--- config.mk ---
export PLATFORM = sky130hd
export DESIGN_NAME = spi_nor_command_chunker
export DESIGN_NICKNAME = d
export VERILOG_FILES = /design/src/hw/rtl/snc_pkg.sv /design/src/hw/rtl/snc_alu.sv /design/src/hw/rtl/snc_seq.sv /design/src/hw/rtl/spi_nor_command_chunker.sv
export SDC_FILE = /design/constraint.sdc
export NUM_CORES = 1
export LEC_CHECK = 0
export BUFFER_PORTS_ARGS = -buffer_cell sky130_fd_sc_hd__buf_2
export CAP_MARGIN = 40
export CORE_ASPECT_RATIO = 1.5
export CORE_MARGIN = 2
export CORE_UTILIZATION = 45
export DETAILED_ROUTE_END_ITERATION = 10
export PLACE_DENSITY = 0.75
export SLEW_MARGIN = 40
export SYNTH_ARGS = -nofsm -noshare
export SYNTH_HDL_FRONTEND = slang
export SYNTH_HIERARCHICAL = 1
export SYNTH_SLANG_ARGS = --single-unit
--- constraint.sdc ---
create_clock -name i_clk -period 11.1 [get_ports i_clk]
set_input_delay 1.11 -clock i_clk [delete_from_list [all_inputs] [get_ports i_clk]]
set_output_delay 1.11 -clock i_clk [all_outputs]
set_load 0.02 [all_outputs]
--- src/hw/rtl/snc_pkg.sv ---
// Shared types and constants for the SPI-NOR command chunker.
package snc_pkg;

    // Shared adder width: 33-bit capacities plus a borrow bit.
    localparam int ALU_W      = 34;
    localparam int MAX_FRAMES = 34;  // at most this many frames emitted per start transaction
    localparam int CNT_W      = $clog2(MAX_FRAMES);

    // Longest read or program request; the 13-bit length field is sized for it.
    localparam int MAX_REQUEST_BYTES = 4096;

    // Request kinds.
    localparam logic [1:0] KIND_READ    = 2'd0;
    localparam logic [1:0] KIND_PROGRAM = 2'd1;
    localparam logic [1:0] KIND_ERASE   = 2'd2;

    // Result status codes.
    localparam logic [1:0] ST_FRAME = 2'd0;
    localparam logic [1:0] ST_EMPTY = 2'd1;
    localparam logic [1:0] ST_RANGE = 2'd2;
    localparam logic [1:0] ST_ALIGN = 2'd3;

    // Configuration register indexes.
    localparam logic [2:0] CFG_ADDR_BYTES = 3'd0;
    localparam logic [2:0] CFG_CAPACITY   = 3'd1;
    localparam logic [2:0] CFG_PAGE_LOG2  = 3'd2;
    localparam logic [2:0] CFG_ERASE_LOG2 = 3'd3;
    localparam logic [2:0] CFG_READ_OP    = 3'd4;
    localparam logic [2:0] CFG_PROG_OP    = 3'd5;
    localparam logic [2:0] CFG_ERASE_OP   = 3'd6;

    // Register reset values.
    localparam logic [2:0]  RST_ADDR_BYTES = 3'd3;
    localparam logic [32:0] RST_CAPACITY   = 33'd33554432;
    localparam logic [4:0]  RST_PAGE_LOG2  = 5'd8;
    localparam logic [4:0]  RST_ERASE_LOG2 = 5'd16;
    localparam logic [7:0]  RST_READ_OP    = 8'h03;
    localparam logic [7:0]  RST_PROG_OP    = 8'h02;
    localparam logic [7:0]  RST_ERASE_OP   = 8'hd8;

    typedef struct packed {
        logic [2:0]  addr_bytes;
        logic [32:0] capacity;
        logic [4:0]  page_log2;
        logic [4:0]  erase_log2;
        logic [7:0]  read_op;
        logic [7:0]  prog_op;
        logic [7:0]  erase_op;
    } t_cfg;

    typedef struct packed {
        logic [1:0]  status;
        logic [7:0]  opcode;
        logic [31:0] frame_address;
        logic [7:0]  data_count;
        logic [11:0] buffer_offset;
        logic        needs_write_enable;
        logic        needs_ready_wait;
        logic        last;
    } t_res;

endpackage

--- src/hw/rtl/snc_alu.sv ---
// Shared add/subtract unit with carry out (carry set = no borrow on subtract).
module snc_alu
    import snc_pkg::*;
(
    input  logic [ALU_W-1:0] i_a,
    input  logic [ALU_W-1:0] i_b,
    input  logic             i_sub,
    output logic [ALU_W-1:0] o_sum,
    output logic             o_carry
);

    logic [ALU_W-1:0] b_eff;

    assign b_eff = i_sub ? ~i_b : i_b;
    assign {o_carry, o_sum} = {1'b0, i_a} + {1'b0, b_eff} + {{ALU_W{1'b0}}, i_sub};

endmodule

--- src/hw/rtl/snc_seq.sv ---
// Request sequencer: range checks and frame splitting around one shared adder.
module snc_seq
    import snc_pkg::*;
#(
    parameter int BUF_BYTES = 256
)
(
    input  logic        i_clk,
    input  logic        i_rst_n,
    input  logic        i_start,
    input  logic [1:0]  i_kind,
    input  logic [31:0] i_start_address,
    input  logic [12:0] i_byte_length,
    input  t_cfg        i_cfg,
    output logic        o_busy,
    output logic        o_res_valid,
    output t_res        o_res
);

    localparam int CW = $clog2(BUF_BYTES);
    localparam logic [CW-1:0] MAXD_3 = CW'(BUF_BYTES - 4);
    localparam logic [CW-1:0] MAXD_4 = CW'(BUF_BYTES - 5);

    localparam logic [2:0] S_IDLE  = 3'd0;
    localparam logic [2:0] S_ROOM  = 3'd1;
    localparam logic [2:0] S_LEN   = 3'd2;
    localparam logic [2:0] S_ERASE = 3'd3;
    localparam logic [2:0] S_FA    = 3'd4;
    localparam logic [2:0] S_FB    = 3'd5;

    logic [2:0]       r_state, n_state;
    logic             r_pending, n_pending;
    logic [1:0]       r_kind, n_kind;
    logic [31:0]      r_base, n_base;
    logic [12:0]      r_len, n_len;
    logic [12:0]      r_done, n_done;
    logic [CNT_W-1:0] r_count, n_count;
    logic [32:0]      r_cap, n_cap;
    logic [32:0]      r_room, n_room;
    logic             r_bad, n_bad;
    logic [31:0]      r_cur, n_cur;
    logic [12:0]      r_left, n_left;

    logic [ALU_W-1:0] alu_a, alu_b, alu_sum;
    logic             alu_sub, alu_carry;

    logic             ab4, prog;
    logic [32:0]      limit;
    logic [CW-1:0]    maxd, cand, chunk;
    logic [32:0]      pmask, psize;
    logic [31:0]      emask;
    logic [12:0]      done_next;
    logic             frame_last;

    snc_alu u_alu (
        .i_a     (alu_a),
        .i_b     (alu_b),
        .i_sub   (alu_sub),
        .o_sum   (alu_sum),
        .o_carry (alu_carry)
    );

    assign ab4   = (i_cfg.addr_bytes >= 3'd4);
    assign limit = ab4 ? (33'd1 << 32) : (33'd1 << 24);
    assign maxd  = ab4 ? MAXD_4 : MAXD_3;
    assign prog  = (r_kind == KIND_PROGRAM);
    assign psize = 33'd1 << i_cfg.page_log2;
    assign pmask = psize - 33'd1;
    assign emask = 32'((33'd1 << i_cfg.erase_log2) - 33'd1);

    // Candidate chunk: remaining bytes capped by the FIFO room.
    assign cand = (r_left > 13'(maxd)) ? maxd : r_left[CW-1:0];
    // Program frames stop at the page boundary (alu_sum holds bytes left in page).
    assign chunk = (prog && (alu_sum[32:0] < 33'(cand))) ? alu_sum[CW-1:0] : cand;
    assign done_next  = r_done + 13'(chunk);
    assign frame_last = (done_next >= r_len);

    assign o_busy = (r_state != S_IDLE);

    always_comb begin
        n_state   = r_state;
        n_pending = r_pending;
        n_kind    = r_kind;
        n_base    = r_base;
        n_len     = r_len;
        n_done    = r_done;
        n_count   = r_count;
        n_cap     = r_cap;
        n_room    = r_room;
        n_bad     = r_bad;
        n_cur     = r_cur;
        n_left    = r_left;
        alu_a     = '0;
        alu_b     = '0;
        alu_sub   = 1'b0;
        o_res_valid = 1'b0;
        o_res       = '0;

        case (r_state)
            S_IDLE: begin
                if (i_start) begin
                    n_count = '0;
                    if (r_pending) begin
                        // continuation of a long request: input is ignored
                        n_state = S_FA;
                    end else begin
                        n_kind = i_kind;
                        n_base = i_start_address;
                        n_len  = i_byte_length;
                        n_cap  = (i_cfg.capacity < limit) ? i_cfg.capacity : limit;
                        case (i_kind)
                            KIND_READ, KIND_PROGRAM: n_state = S_ROOM;
                            KIND_ERASE:              n_state = S_ERASE;
                            default:                 n_state = S_IDLE;
                        endcase
                    end
                end
            end
            S_ROOM: begin
                alu_a   = ALU_W'(r_cap);
                alu_b   = ALU_W'(r_base);
                alu_sub = 1'b1;
                n_room  = alu_sum[32:0];
                n_bad   = !alu_carry;
                n_state = S_LEN;
            end
            S_LEN: begin
                alu_a   = ALU_W'(r_room);
                alu_b   = ALU_W'(r_len);
                alu_sub = 1'b1;
                n_state = S_IDLE;
                if (r_bad || !alu_carry || (32'(r_len) > MAX_REQUEST_BYTES)) begin
                    o_res_valid  = 1'b1;
                    o_res.status = ST_RANGE;
                    o_res.last   = 1'b1;
                end else if (r_len == 13'd0) begin
                    o_res_valid  = 1'b1;
                    o_res.status = ST_EMPTY;
                    o_res.last   = 1'b1;
                end else begin
                    n_pending = 1'b1;
                    n_done    = '0;
                    n_state   = S_FA;
                end
            end
            S_ERASE: begin
                o_res_valid = 1'b1;
                o_res.last  = 1'b1;
                n_state     = S_IDLE;
                if ((r_base & emask) != 32'd0) begin
                    o_res.status = ST_ALIGN;
                end else if (!ab4 && (r_base[31:24] != 8'd0)) begin
                    o_res.status = ST_RANGE;
                end else begin
                    o_res.status             = ST_FRAME;
                    o_res.opcode             = i_cfg.erase_op;
                    o_res.frame_address      = r_base;
                    o_res.needs_write_enable = 1'b1;
                    o_res.needs_ready_wait   = 1'b1;
                end
            end
            S_FA: begin
                alu_a   = ALU_W'(r_base);
                alu_b   = ALU_W'(r_done);
                n_cur   = alu_sum[31:0];
                n_left  = r_len - r_done;
                n_state = S_FB;
            end
            S_FB: begin
                alu_a   = ALU_W'(psize);
                alu_b   = ALU_W'(33'(r_cur) & pmask);
                alu_sub = 1'b1;
                o_res_valid              = 1'b1;
                o_res.status             = ST_FRAME;
                o_res.opcode             = prog ? i_cfg.prog_op : i_cfg.read_op;
                o_res.frame_address      = r_cur;
                o_res.data_count         = 8'(chunk);
                o_res.buffer_offset      = r_done[11:0];
                o_res.needs_write_enable = prog;
                o_res.needs_ready_wait   = prog;
                o_res.last               = frame_last;
                n_done = done_next;
                if (frame_last) begin
                    n_pending = 1'b0;
                    n_state   = S_IDLE;
                end else if (r_count == CNT_W'(MAX_FRAMES - 1)) begin
                    n_state = S_IDLE;
                end else begin
                    n_count = r_count + 1'b1;
                    n_state = S_FA;
                end
            end
            default: begin
                n_state = S_IDLE;
            end
        endcase
    end

    always_ff @(posedge i_clk) begin
        if (!i_rst_n) begin
            r_state   <= S_IDLE;
            r_pending <= 1'b0;
            r_done    <= '0;
            r_count   <= '0;
            r_bad     <= 1'b0;
        end else begin
            r_state   <= n_state;
            r_pending <= n_pending;
            r_done    <= n_done;
            r_count   <= n_count;
            r_bad     <= n_bad;
        end
    end

    always_ff @(posedge i_clk) begin
        r_kind <= n_kind;
        r_base <= n_base;
        r_len  <= n_len;
        r_cap  <= n_cap;
        r_room <= n_room;
        r_cur  <= n_cur;
        r_left <= n_left;
    end

`ifndef SYNTHESIS
    a_res_state: assert property (@(posedge i_clk) disable iff (!i_rst_n)
        o_res_valid |-> (r_state == S_LEN || r_state == S_ERASE || r_state == S_FB))
        else $error("result emitted outside an emitting state");

    a_last_clears: assert property (@(posedge i_clk) disable iff (!i_rst_n)
        (o_res_valid && o_res.last) |=> !r_pending)
        else $error("request still pending after its last result");

    a_pending_progress: assert property (@(posedge i_clk) disable iff (!i_rst_n)
        r_pending |-> (r_done < r_len))
        else $error("pending request with no bytes left");

    a_chunk_nonzero: assert property (@(posedge i_clk) disable iff (!i_rst_n)
        (r_state == S_FB) |-> (chunk != '0))
        else $error("empty frame emitted");

    a_count_bound: assert property (@(posedge i_clk) disable iff (!i_rst_n)
        r_count < CNT_W'(MAX_FRAMES))
        else $error("frame counter overran");
`endif

endmodule

--- src/hw/rtl/spi_nor_command_chunker.sv ---
// Top level of the SPI-NOR command chunker: config registers, sequencer, result register.
//
//  Channel   Signals                                   Transaction when
//  -------   ---------------------------------------   ---------------------------
//  request   start, busy, i_kind, i_start_address,     start && !busy
//            i_byte_length
//  result    o_valid, o_status ... o_last              o_valid (one cycle, no stall)
//  config    i_cfg_valid, o_cfg_ready, i_cfg_index,    i_cfg_valid && o_cfg_ready
//            i_cfg_data
//
// Sequencing: an erase is answered from its one check state (S_ERASE); read/program run
// the room check, then the length check, then per frame an address add and then a
// page-room subtract, all through the one shared adder. At most 34 frames per start;
// busy stays high until they are out, and a new request is taken only when busy is low.
// Long requests keep the remainder pending; each later start emits the next frames.
// Each result shows on the output register in the cycle after it is formed.
// Reset is synchronous active low; config registers return to their defaults.
// The result side cannot stall; config writes are always ready.
module spi_nor_command_chunker
    import snc_pkg::*;
#(
    parameter int BUF_BYTES = 256
)
(
    input  logic        i_clk,
    input  logic        i_rst_n,
    input  logic        start,
    output logic        busy,
    input  logic [1:0]  i_kind,
    input  logic [31:0] i_start_address,
    input  logic [12:0] i_byte_length,
    input  logic        i_cfg_valid,
    output logic        o_cfg_ready,
    input  logic [2:0]  i_cfg_index,
    input  logic [32:0] i_cfg_data,
    output logic        o_valid,
    output logic [1:0]  o_status,
    output logic [7:0]  o_opcode,
    output logic [31:0] o_frame_address,
    output logic [7:0]  o_data_count,
    output logic [11:0] o_buffer_offset,
    output logic        o_needs_write_enable,
    output logic        o_needs_ready_wait,
    output logic        o_last
);

    t_cfg r_cfg;
    logic r_valid;
    t_res r_res;
    logic res_valid;
    t_res res;

    assign o_cfg_ready = 1'b1;

    // Configuration registers; unknown index is dropped.
    always_ff @(posedge i_clk) begin
        if (!i_rst_n) begin
            r_cfg.addr_bytes <= RST_ADDR_BYTES;
            r_cfg.capacity   <= RST_CAPACITY;
            r_cfg.page_log2  <= RST_PAGE_LOG2;
            r_cfg.erase_log2 <= RST_ERASE_LOG2;
            r_cfg.read_op    <= RST_READ_OP;
            r_cfg.prog_op    <= RST_PROG_OP;
            r_cfg.erase_op   <= RST_ERASE_OP;
        end else if (i_cfg_valid && o_cfg_ready) begin
            case (i_cfg_index)
                CFG_ADDR_BYTES: r_cfg.addr_bytes <= i_cfg_data[2:0];
                CFG_CAPACITY:   r_cfg.capacity   <= i_cfg_data;
                CFG_PAGE_LOG2:  r_cfg.page_log2  <= i_cfg_data[4:0];
                CFG_ERASE_LOG2: r_cfg.erase_log2 <= i_cfg_data[4:0];
                CFG_READ_OP:    r_cfg.read_op    <= i_cfg_data[7:0];
                CFG_PROG_OP:    r_cfg.prog_op    <= i_cfg_data[7:0];
                CFG_ERASE_OP:   r_cfg.erase_op   <= i_cfg_data[7:0];
                default: begin
                end
            endcase
        end
    end

    snc_seq #(
        .BUF_BYTES (BUF_BYTES)
    ) u_seq (
        .i_clk           (i_clk),
        .i_rst_n         (i_rst_n),
        .i_start         (start),
        .i_kind          (i_kind),
        .i_start_address (i_start_address),
        .i_byte_length   (i_byte_length),
        .i_cfg           (r_cfg),
        .o_busy          (busy),
        .o_res_valid     (res_valid),
        .o_res           (res)
    );

    // Output register: strobe for one cycle per result.
    always_ff @(posedge i_clk) begin
        if (!i_rst_n) begin
            r_valid <= 1'b0;
        end else begin
            r_valid <= res_valid;
        end
    end

    always_ff @(posedge i_clk) begin
        if (res_valid) begin
            r_res <= res;
        end
    end

    assign o_valid              = r_valid;
    assign o_status             = r_res.status;
    assign o_opcode             = r_res.opcode;
    assign o_frame_address      = r_res.frame_address;
    assign o_data_count         = r_res.data_count;
    assign o_buffer_offset      = r_res.buffer_offset;
    assign o_needs_write_enable = r_res.needs_write_enable;
    assign o_needs_ready_wait   = r_res.needs_ready_wait;
    assign o_last               = r_res.last;

endmodule

Word-level counts from Yosys, hierarchy flattened

Index checks and enable logic that the tools add are counted.

Bits in registers: 318
Input port bits: 87
Word-level logic and storage cells: 141

Add/subtract/negate cells: 7
Magnitude comparators: 6
Equal/unequal tests: 21
Shift operators: 2
Multiplexer cells: 44
Bitwise logic cells: 4
Reductions and logical operators: 29

Operator list:

| operator                                                              | number |
|---|---|
| 34-bit one-hot mux with 4 select lines                                | 1 |
| 33-bit one-hot mux with 4 select lines                                | 1 |
| 40-bit 2-to-1 mux                                                     | 2 |
| 40-bit one-hot mux with 2 select lines                                | 1 |
| 33-bit 2-to-1 mux                                                     | 2 |
| 34-bit by 34-bit adder with 35-bit output                             | 1 |
| 35-bit by 1-bit adder with 35-bit output                              | 1 |
| 34-bit 2-to-1 mux                                                     | 1 |
| 34-bit NOT                                                            | 1 |
| 32-bit by 33-bit bitwise AND with 33-bit output                       | 1 |
| 33-bit less-than comparator                                           | 1 |
| 33-bit by 8-bit less-than comparator with 1-bit output                | 1 |
| 1-bit by 5-bit left shift with 33-bit output (first input constant)   | 1 |
| 33-bit by 1-bit subtractor with 33-bit output (second input constant) | 1 |
| 32-bit bitwise AND                                                    | 1 |
| 32-bit nonzero test                                                   | 1 |
| 1-bit by 5-bit left shift with 32-bit output (first input constant)   | 1 |
| 32-bit by 1-bit subtractor with 32-bit output (second input constant) | 1 |
| 13-bit 2-to-1 mux                                                     | 2 |
| 13-bit one-hot mux with 2 select lines                                | 1 |
| 8-bit 2-to-1 mux                                                      | 3 |
| 3-bit 2-to-1 mux                                                      | 7 |
| 6-bit 2-to-1 mux                                                      | 3 |
| 3-bit == test (second input constant)                                 | 5 |
| 36 further kinds                                                      | 72 |

Longest topological paths before layout

Gate-level depths: netlist of the first run.

Depth in word-level cells: 15
Gate-level depth with buffers: 43

Cells and area by module

The synthesis of the first run kept the hierarchy.

Modules (own cells, without submodules):

| module                  | instances | cells each | area each (um^2) | sequential area each (um^2) |
|---|---|---|---|---|
| snc_seq                 | 1         | 1,156      | 11,373.4         | 5,225.0 |
| spi_nor_command_chunker | 1         | 350        | 4,775.8          | 3,373.2 |
| snc_alu                 | 1         | 300        | 2,239.6          | 0.0 |

Worst setup path after synthesis of the first run

No wires, ideal clock.

Kind: reg-to-reg
Start: register u_seq.r_state[0]
End: register u_seq.r_count[3]
Arrival time: 8.568 ns
Slack: 2.417 ns
Stages on the path, launching flop included: 39
Clock period less this slack: 8.683 ns
Path through: dfxtp_1 -> clkbuf_1 -> inv_1 -> nor3_1 -> clkbuf_1 -> nand2_1 -> nand2_1 -> xor2_1 -> ha_1 -> buf_6 -> a211o_1 -> a21oi_2 -> o21ai_1 -> a221o_1 -> a41oi_4 -> o31ai_2 -> xor2_1 -> nor4_1 -> [3 not listed] -> clkbuf_1 -> a21oi_1 -> ha_1 -> inv_1 -> fa_1 -> nand2b_1 -> a21oi_1 -> nor2_1 -> a21oi_1 -> nand3_1 -> xnor2_1 -> ha_1 -> nand2_1 -> o41ai_1 -> a31o_2 -> nor3b_1 -> a21oi_1 -> o21a_1

Longest elaborated chain between the ends: 13

RTL lines:

| what                                                       | RTL line       | text |
|---|---|---|
| start, declared                                            | snc_seq.sv:31  | `logic [2:0] r_state, n_state;` |
| start signal, assigned                                     | snc_seq.sv:207 | `r_state <= n_state;` |
| 3-bit == test, or another cell as far along                | snc_seq.sv:99  | `case (r_state)` |
| 34-bit one-hot mux with 4 select lines (*)                 | snc_seq.sv:99  |  |
| via u_seq.alu_b[17]                                        | snc_seq.sv:44  | `logic [ALU_W-1:0] alu_a, alu_b, alu_sum;` |
| 34-bit NOT                                                 | snc_alu.sv:14  | `assign b_eff = i_sub ? ~i_b : i_b;` |
| 34-bit 2-to-1 mux (*)                                      | snc_alu.sv:14  |  |
| 34-bit by 34-bit adder with 35-bit output (*)              | snc_alu.sv:15  | `assign {o_carry, o_sum} = {1'b0, i_a} + {1'b0, b_eff} + {{ALU_W{1'b0}}, i_sub};` |
| 35-bit by 1-bit adder with 35-bit output (*)               | snc_alu.sv:15  |  |
| via u_seq.alu_sum[32]                                      | snc_seq.sv:44  |  |
| 33-bit by 8-bit less-than comparator with 1-bit output (*) | snc_seq.sv:74  | `assign chunk = (prog && (alu_sum[32:0] < 33'(cand))) ? alu_sum[CW-1:0] : cand;` |
| 1-bit logical AND (*)                                      | snc_seq.sv:74  |  |
| 8-bit 2-to-1 mux (*)                                       | snc_seq.sv:74  |  |
| 13-bit by 8-bit adder with 13-bit output (*)               | snc_seq.sv:75  | `assign done_next = r_done + 13'(chunk);` |
| 13-bit >= comparator (*)                                   | snc_seq.sv:76  | `assign frame_last = (done_next >= r_len);` |
| 2-bit inequality test (no line) (*)                        | --             |  |
| 4-bit AND reduction (no line) (*)                          | --             |  |
| end signal, assigned                                       | snc_seq.sv:210 | `r_count <= n_count;` |
| end, declared                                              | snc_seq.sv:37  | `logic [CNT_W-1:0] r_count, n_count;` |

The timed path passes the listed nets; every way through them passes the cells marked *.
A chain may end at the register's enable or synchronous reset.

Worst setup path after layout of the first run

Start: register r_cfg[30] in the netlist's numbering
End: register u_seq.r_count[3]

Longest elaborated chain between the ends: 15

RTL lines:

| what                                                       | RTL line                      | text |
|---|---|---|
| start, declared                                            | spi_nor_command_chunker.sv:47 | `t_cfg r_cfg;` |
| 1-bit by 5-bit left shift with 33-bit output (*)           | snc_seq.sv:67                 | `assign psize = 33'd1 << i_cfg.page_log2;` |
| 33-bit by 1-bit subtractor with 33-bit output (*)          | snc_seq.sv:68                 | `assign pmask = psize - 33'd1;` |
| 32-bit by 33-bit bitwise AND with 33-bit output (*)        | snc_seq.sv:171                | `alu_b = ALU_W'(33'(r_cur) & pmask);` |
| 34-bit one-hot mux with 4 select lines (*)                 | snc_seq.sv:99                 |  |
| via u_seq.alu_b[10]                                        | snc_seq.sv:44                 |  |
| 34-bit NOT                                                 | snc_alu.sv:14                 |  |
| 34-bit 2-to-1 mux (*)                                      | snc_alu.sv:14                 |  |
| 34-bit by 34-bit adder with 35-bit output (*)              | snc_alu.sv:15                 |  |
| 35-bit by 1-bit adder with 35-bit output (*)               | snc_alu.sv:15                 |  |
| via u_seq.alu_sum[27]                                      | snc_seq.sv:44                 |  |
| 33-bit by 8-bit less-than comparator with 1-bit output (*) | snc_seq.sv:74                 |  |
| 1-bit logical AND (*)                                      | snc_seq.sv:74                 |  |
| 8-bit 2-to-1 mux (*)                                       | snc_seq.sv:74                 |  |
| 13-bit by 8-bit adder with 13-bit output (*)               | snc_seq.sv:75                 |  |
| 13-bit >= comparator (*)                                   | snc_seq.sv:76                 |  |
| 2-bit inequality test (no line) (*)                        | --                            |  |
| 4-bit AND reduction (no line) (*)                          | --                            |  |

Marks and branches as above.

==> run_results.csv, run 1 <==
group,metric,value,unit
timing,grt_setup_unrepaired,"false",
pwr,ir_worst_vdd,0.114,mV
hold_path,hold_class,"register to register",
cts,cts_tree,"yes",
timing,fin_worst_skew,22.6,ps
cts,clk_path_buf_depth,3,
worst_setup_path,r2r_setup_slack,690,ps
timing,period_minus_slack,10410,ps
worst_setup_path,crit_top_cell,"o21ai_0",
routing,viasPerCell,6.19,
routing,drt_pre_antenna_iters,8,
pwr,leakage,7.94,nW
layout,seq_area,8560,um^2
die,die_w,169,um
cts,cts_htree_levels,1,
layout,multi_input_area,9050,um^2
logic_synthesis,synthCells,1793,
die,rows,90,
worst_setup_path,crit_arrival,10900,ps
place,routabilityCongestion,1.01,
pwr,net-switching-power,0.000855,W
pwr,powerDensity,144,nW/um^2
worst_setup_path,worst_path_max_delay_cell,"nor4_2",
die,dieArea,42300,um^2
worst_setup_path,cp-end-kind,"register",
layout,layout.nets,2073,
pwr,power_frac_seq,0.470,
logic_synthesis,netlist_area,18300,um^2
timing,setup_tns,0,ps
pwr,p_int,0.00211,W
worst_setup_path,critPathMaxStageDelay,540,ps
worst_setup_path,cp.required,11580,ps
worst_setup_path,path_max_fanout,16,
layout,area_growth,12.3,%
die,die_height,251,um
worst_setup_path,crit_type,"register to register",
layout,nFillCells,3559,
timing,fmax,0.0960,GHz
global_routing,grt_max_degree,72,
timing,worst_pin_slew,888,ps
routing,drc,0,
die,io_pins,155,
layout,final_area,20500,um^2
place,dp_hpwl,45400,um
routing,routedWlPerCell,25.1,um
pwr,p_clk_frac,0.368,
routing,drtIter0Drc,1301,
layout,drive_gt1_frac,0.150,
timing,hold_violations,0,
cts,post_cts_buffers,0,
place,dpl_cell_area,19500,um^2
logic_synthesis,yosys_warnings,6,
pwr,swShare,0.288,
cts,insertion_delay,610,ps
timing,final_max_slew_viol_count,0,
routing,vias,15100,
cts,cts-buffers-inserted,31,
global_routing,antenna_found_initial,1,
worst_setup_path,cp-start-kind,"register",
global_routing,grt_overflow,0,
cts,cts-root-buf,"clkbuf_16",
timing,final-setup-viol-count,0,
cts,clkTransAtPathRegs,70,ps
global_routing,grtUsageTotal,0.283,
flow_run,cap_violations,0,
timing,maxSlewHeadroom,0.406,
place,numPortBuffers,153,
cts,cts_hold_buf,0,
logic_synthesis,syn_area_per_cell,10.2,um^2
global_routing,grt_pass1_wl,90700,um
pwr,combPwrFrac,0.162,
die,core,40200,um^2
cts,numClockSinks,316,
pwr,totalPowerFinal,0.00296,W
die,start_util,0.455,
routing,antenna_left,0,
outcome,status,"complete, no violations",
global_routing,grt_pass1_vias,14900,
routing,wl,61000,um
timing,period_share,0.938,
## stage by stage
stage	util	std cells	setup slack, ps	hold WS (ps)
floorplan	-	1795	2420	430
global placement	0.483	2373	698	438
detailed placement	0.484	2375	658	444
CTS	0.510	2433	592	458
global route	0.510	2433	33.9	472
finish	0.510	2434	688	457
## placed cells by master (no fill, tap or decap), types with 8 or more instances in the layout
cell and n:
a21o_1 12, a21oi_1 89, a221o_1 11, a22o_1 35, a22oi_1 71, a31oi_1 13
a32o_1 13, and2_1 54, and3_1 18, buf_2 152, buf_4 32, clkbuf_16 32
clkinv_2 8, dfxtp_1 92, edfxtp_1 223, ha_1 80, inv_1 55, mux2i_1 80
nand2_1 208, nand2b_1 9, nand3_1 32, nand4_1 17, nor2_1 102, nor2b_1 34
nor3_1 23, nor4_1 12, o211ai_1 8, o21a_1 12, o21ai_0 97, o21bai_1 8
o22ai_1 12, o41ai_1 8, xnor2_1 34, xor2_1 52
## power by group through the flow
stage / Sequential, W / Clock, W / Combinational, W
after global routing: 0.00139 / 0.00114 / 0.000514
final: 0.00139 / 0.00109 / 0.000481
after CTS: 0.00139 / 0.00111 / 0.000468
after detailed placement: 0.00141 / 0 / 0.000465
after global placement: 0.00142 / 0 / 0.000459
after floorplan: 0.00140 / 0 / 0.000301
## repair_timing
| item | CTS | global route |
|---|---|---|
| gates resized for setup | 0 | 3 |
| endpoints found under the setup margin | 0 | 6 |
| endpoints found under the hold margin | 0 | 0 |
## final timing paths
path	startpoint	cells after the start	to
worst max-delay path	r_cfg[30]	41	u_seq/r_count[3]
worst min-delay path	r_cfg[36]	2	r_cfg[36]
worst max register to register	r_cfg[30]	41	u_seq/r_count[3]
worst min register to register	r_cfg[36]	2	r_cfg[36]
## metal layers
metal | GRT usage | share of wire | up-vias
met5 | 0 | 0 | -
met4 | 0.192 | 0.078 | 0
met3 | 0.0309 | 0.057 | 205
met2 | 0.484 | 0.49 | 651
met1 | 0.333 | 0.38 | 7328
li1 | - | - | 6894
## registers in the layout (all words and copies together), names as in the netlist, 6 cells and up
register	flops
u_seq/r_left	13
o_data_count	8
u_seq/r_len	13
r_cfg	68
o_buffer_offset	12
o_opcode	8
u_seq/r_cur	32
o_frame_address	32
u_seq/r_cap	33
u_seq/r_base	32
u_seq/r_done	13
u_seq/r_count	6
u_seq/r_room	33
## area by class of cell
| cell class | count | share of cell area |
|---|---|---|
| Antenna cell | 1 | 0.000122 |
| Timing Repair Buffer | 185 | 0.0498 |
| Tap cell | 506 | 0.0309 |
| Inverter | 55 | 0.0101 |
| Clock buffer | 37 | 0.0404 |
| Multi-Input combinational cell | 1313 | 0.441 |
| Sequential cell | 316 | 0.417 |
| Clock inverter | 21 | 0.0104 |
## critical path, delay by kind of cell (launching register included)
family / cells / cell delay, ps
AOI/OAI and AO/OA: 18 / 4420
xor gates and xnor gates: 3 / 540
adders and majority gates: 4 / 1420
buffers and inverters: 3 / 410
DFF: 1 / 410
and+or+nand+nor: 13 / 3040
(Power assumes the default switching activity.)
==> run 2, diff against run 1 <==
--- a/config.mk
+++ b/config.mk
@@ -5,6 +5,7 @@
 export SDC_FILE = /design/constraint.sdc
 export NUM_CORES = 1
 export LEC_CHECK = 0
+export ABC_AREA = 1
 export BUFFER_PORTS_ARGS = -buffer_cell sky130_fd_sc_hd__buf_2
 export CAP_MARGIN = 40
 export CORE_ASPECT_RATIO = 1.5
==> constraint.sdc (replaced) <==
create_clock -name i_clk -period 11.4 [get_ports i_clk]
set_input_delay 1.14 -clock i_clk [delete_from_list [all_inputs] [get_ports i_clk]]
set_output_delay 1.14 -clock i_clk [all_outputs]
set_load 0.02 [all_outputs]
==> run 2 against run 1 <==
  * The flow now finishes with violations (DRC)
  * Synthesized cell count grew 42%
  * Clock power grew 5%
  * Register-to-register slack gained 780 ps
  * Largest cell class unchanged
==> run_results.csv, run 2 <==
group,metric,value,unit
timing,fin_worst_skew,27.1,ps
routing,antenna_left,0,
routing,drt_pre_antenna_iters,11,
layout,final_common_cell,"nand2_1",
global_routing,antenna_found_initial,0,
outcome,violations,"DRC",
worst_setup_path,r2r-end,"u_seq/r_count[0]",
timing,grt_setup_unrepaired,"false",
layout,area_growth,12.5,%
cts,cts_hold_buf,0,
timing,final-setup-viol-count,0,
cts,clkTransAtPathRegs,60,ps
cts,numClockSinks,316,
timing,worst_pin_slew,849,ps
cts,post_cts_buffers,0,
routing,wl_met3,3770,um
global_routing,grt_overflow,0,
worst_setup_path,cp.required,11820,ps
routing,routedLengthMet1,24300,um
worst_setup_path,crit_start,"u_seq/r_state[0]",
cts,cts_tree,"yes",
timing,period_minus_slack,9930,ps
die,dieArea,45500,um^2
logic_synthesis,yosys_warnings,6,
global_routing,grt_pass1_wl,102000,um
routing,top_layer,"met4",
worst_setup_path,r2r_setup_slack,1470,ps
timing,final_max_slew_viol_count,0,
place,routabilityCongestion,1.00,
routing,vias,18300,
worst_setup_path,cp-end-kind,"register",
routing,drtIter0Drc,1800,
global_routing,grt_pass1_vias,17600,
layout,layout.nets,2843,
worst_setup_path,critPathMaxStageDelay,760,ps
worst_setup_path,cp-endpoint,"u_seq/r_count[0]",
layout,drive_gt1_frac,0.114,
timing,fmax,0.101,GHz
cts,cts-root-buf,"clkbuf_16",
die,start_util,0.457,
layout,final_cell_mix,"nand2_1 (610), nor2_1 (374), inv_1 (318), edfxtp_1 (223), nand3_1 (173)",
global_routing,grt_max_degree,77,
logic_synthesis,netlist_area,19700,um^2
timing,hold_violations,0,
die,core,43100,um^2
logic_synthesis,syn_area_per_cell,7.73,um^2
place,numPortBuffers,153,
timing,setup_tns,0,ps
layout,fin_util,0.514,
die,io_pins,155,
layout,largest_register,"r_cfg",
hold_path,hold_class,"register to register",
layout,num_antenna_cells,0,
worst_setup_path,crit_type,"register to register",
cts,clk_path_buf_depth,3,
logic_synthesis,synthCells,2548,
cts,cts_htree_levels,2,
routing,drc,1,
worst_setup_path,r2r_start,"u_seq/r_state[0]",
routing,wl_met2,33700,um
pwr,totalPowerFinal,0.00328,W
routing,routedWlPerCell,21.0,um
timing,period_share,0.871,
layout,largest_reg_flops,68,
routing,wl,68600,um
worst_setup_path,crit_arrival,10350,ps
die,die_w,175,um
place,dpl.cell_count,3204,
pwr,leakage,9.97,nW
die,die_height,260,um
worst_setup_path,worstRegToRegCells,40,
global_routing,grtUsageTotal,0.295,
layout,top_regs,"r_cfg: 68 flops, u_seq/r_cap: 33 flops, u_seq/r_room: 33 flops",
outcome,status,"finished with violations",
routing,viasPerCell,5.61,
worst_setup_path,cp-start-kind,"register",
pwr,powerDensity,148,nW/um^2
timing,whs,459,ps
worst_setup_path,crit_top_cell,"nand2_1",
layout,post_layout_nonfiller_instances,3269,
worst_setup_path,path_max_fanout,22,
die,rows,93,
pwr,ir_worst_vdd,0.0807,mV
place,dp_hpwl,53000,um
cts,cts-buffers-inserted,35,
cts,insertion_delay,550,ps
timing,maxSlewHeadroom,0.434,
worst_setup_path,worst_path_max_delay_cell,"dfxtp_1",
flow_run,cap_violations,0,
cts,ctsResizeCount,0,
run 2: changes by cell type in the layout (fill, tap and decap cells not counted), moves of 34 or more:
cell / before / now
a22o_1: 35 / 1
a22oi_1: 71 / 3
and2_1: 54 / 0
inv_1: 55 / 318
mux2i_1: 80 / 0
nand2_1: 208 / 610
nand3_1: 32 / 173
nand4_1: 17 / 92
nor2_1: 102 / 374
nor2b_1: 34 / 0
run 2: through the flow:
step / area (um^2) / setup slack [ps]
floorplan: 19700 / 3460
global placement: 20900 / 1730
detailed placement: 21000 / 1810
CTS: 22100 / 1720
global route: 22100 / 659
finish: 22100 / 1470
run 2: layer usage:
metal | global-route usage | vias to the layer above
met5 | 0 | -
met4 | 0.253 | 0
met3 | 0.0341 | 286
met2 | 0.521 | 844
met1 | 0.312 | 8534
li1 | - | 8672
run 2: where the power goes:
part / total [W] / internal (W) / leakage (nW) / switching [W]
Sequential: 0.00140 / 0.00134 / 2.84 / 0.0000561
Combinational: 0.000744 / 0.000207 / 6.57 / 0.000537
Clock: 0.00114 / 0.000648 / 0.549 / 0.000490
Total: 0.00328 / 0.00220 / 9.97 / 0.00108
run 2: worst min-delay path by stage:
| stage | startpoint | end | slack (ps) | depth (start not counted) |
|---|---|---|---|---|
| finish | r_cfg[6] | r_cfg[6] | 460 | 2 |
| global route | r_cfg[6] | r_cfg[6] | 480 | 2 |
| CTS | r_cfg[6] | r_cfg[6] | 470 | 2 |
| detailed placement | r_cfg[6] | r_cfg[6] | 450 | 2 |
| global placement | r_cfg[4] | r_cfg[4] | 450 | 2 |
| floorplan | r_cfg[3] | r_cfg[3] | 430 | 2 |
run 2: final cells by class:
type	count	area [um^2]
clock inverter	21	203
fill	4169	20900
clock buffer	43	947
tap	570	713
inverter	335	1260
timing repair buffer	174	1000
multi-input combinational	1810	9460
sequential	316	8560
run 2: worst max-delay path, delay by kind of cell, from the launching register on:
kind	cells	cell delay [ps]
and+or+nand+nor	21	4240
AOI/OAI and AO/OA	7	2120
adders and majority gates	4	1280
buffers and inverters	6	1000
DFF	1	760
xor gates and xnor gates	2	350
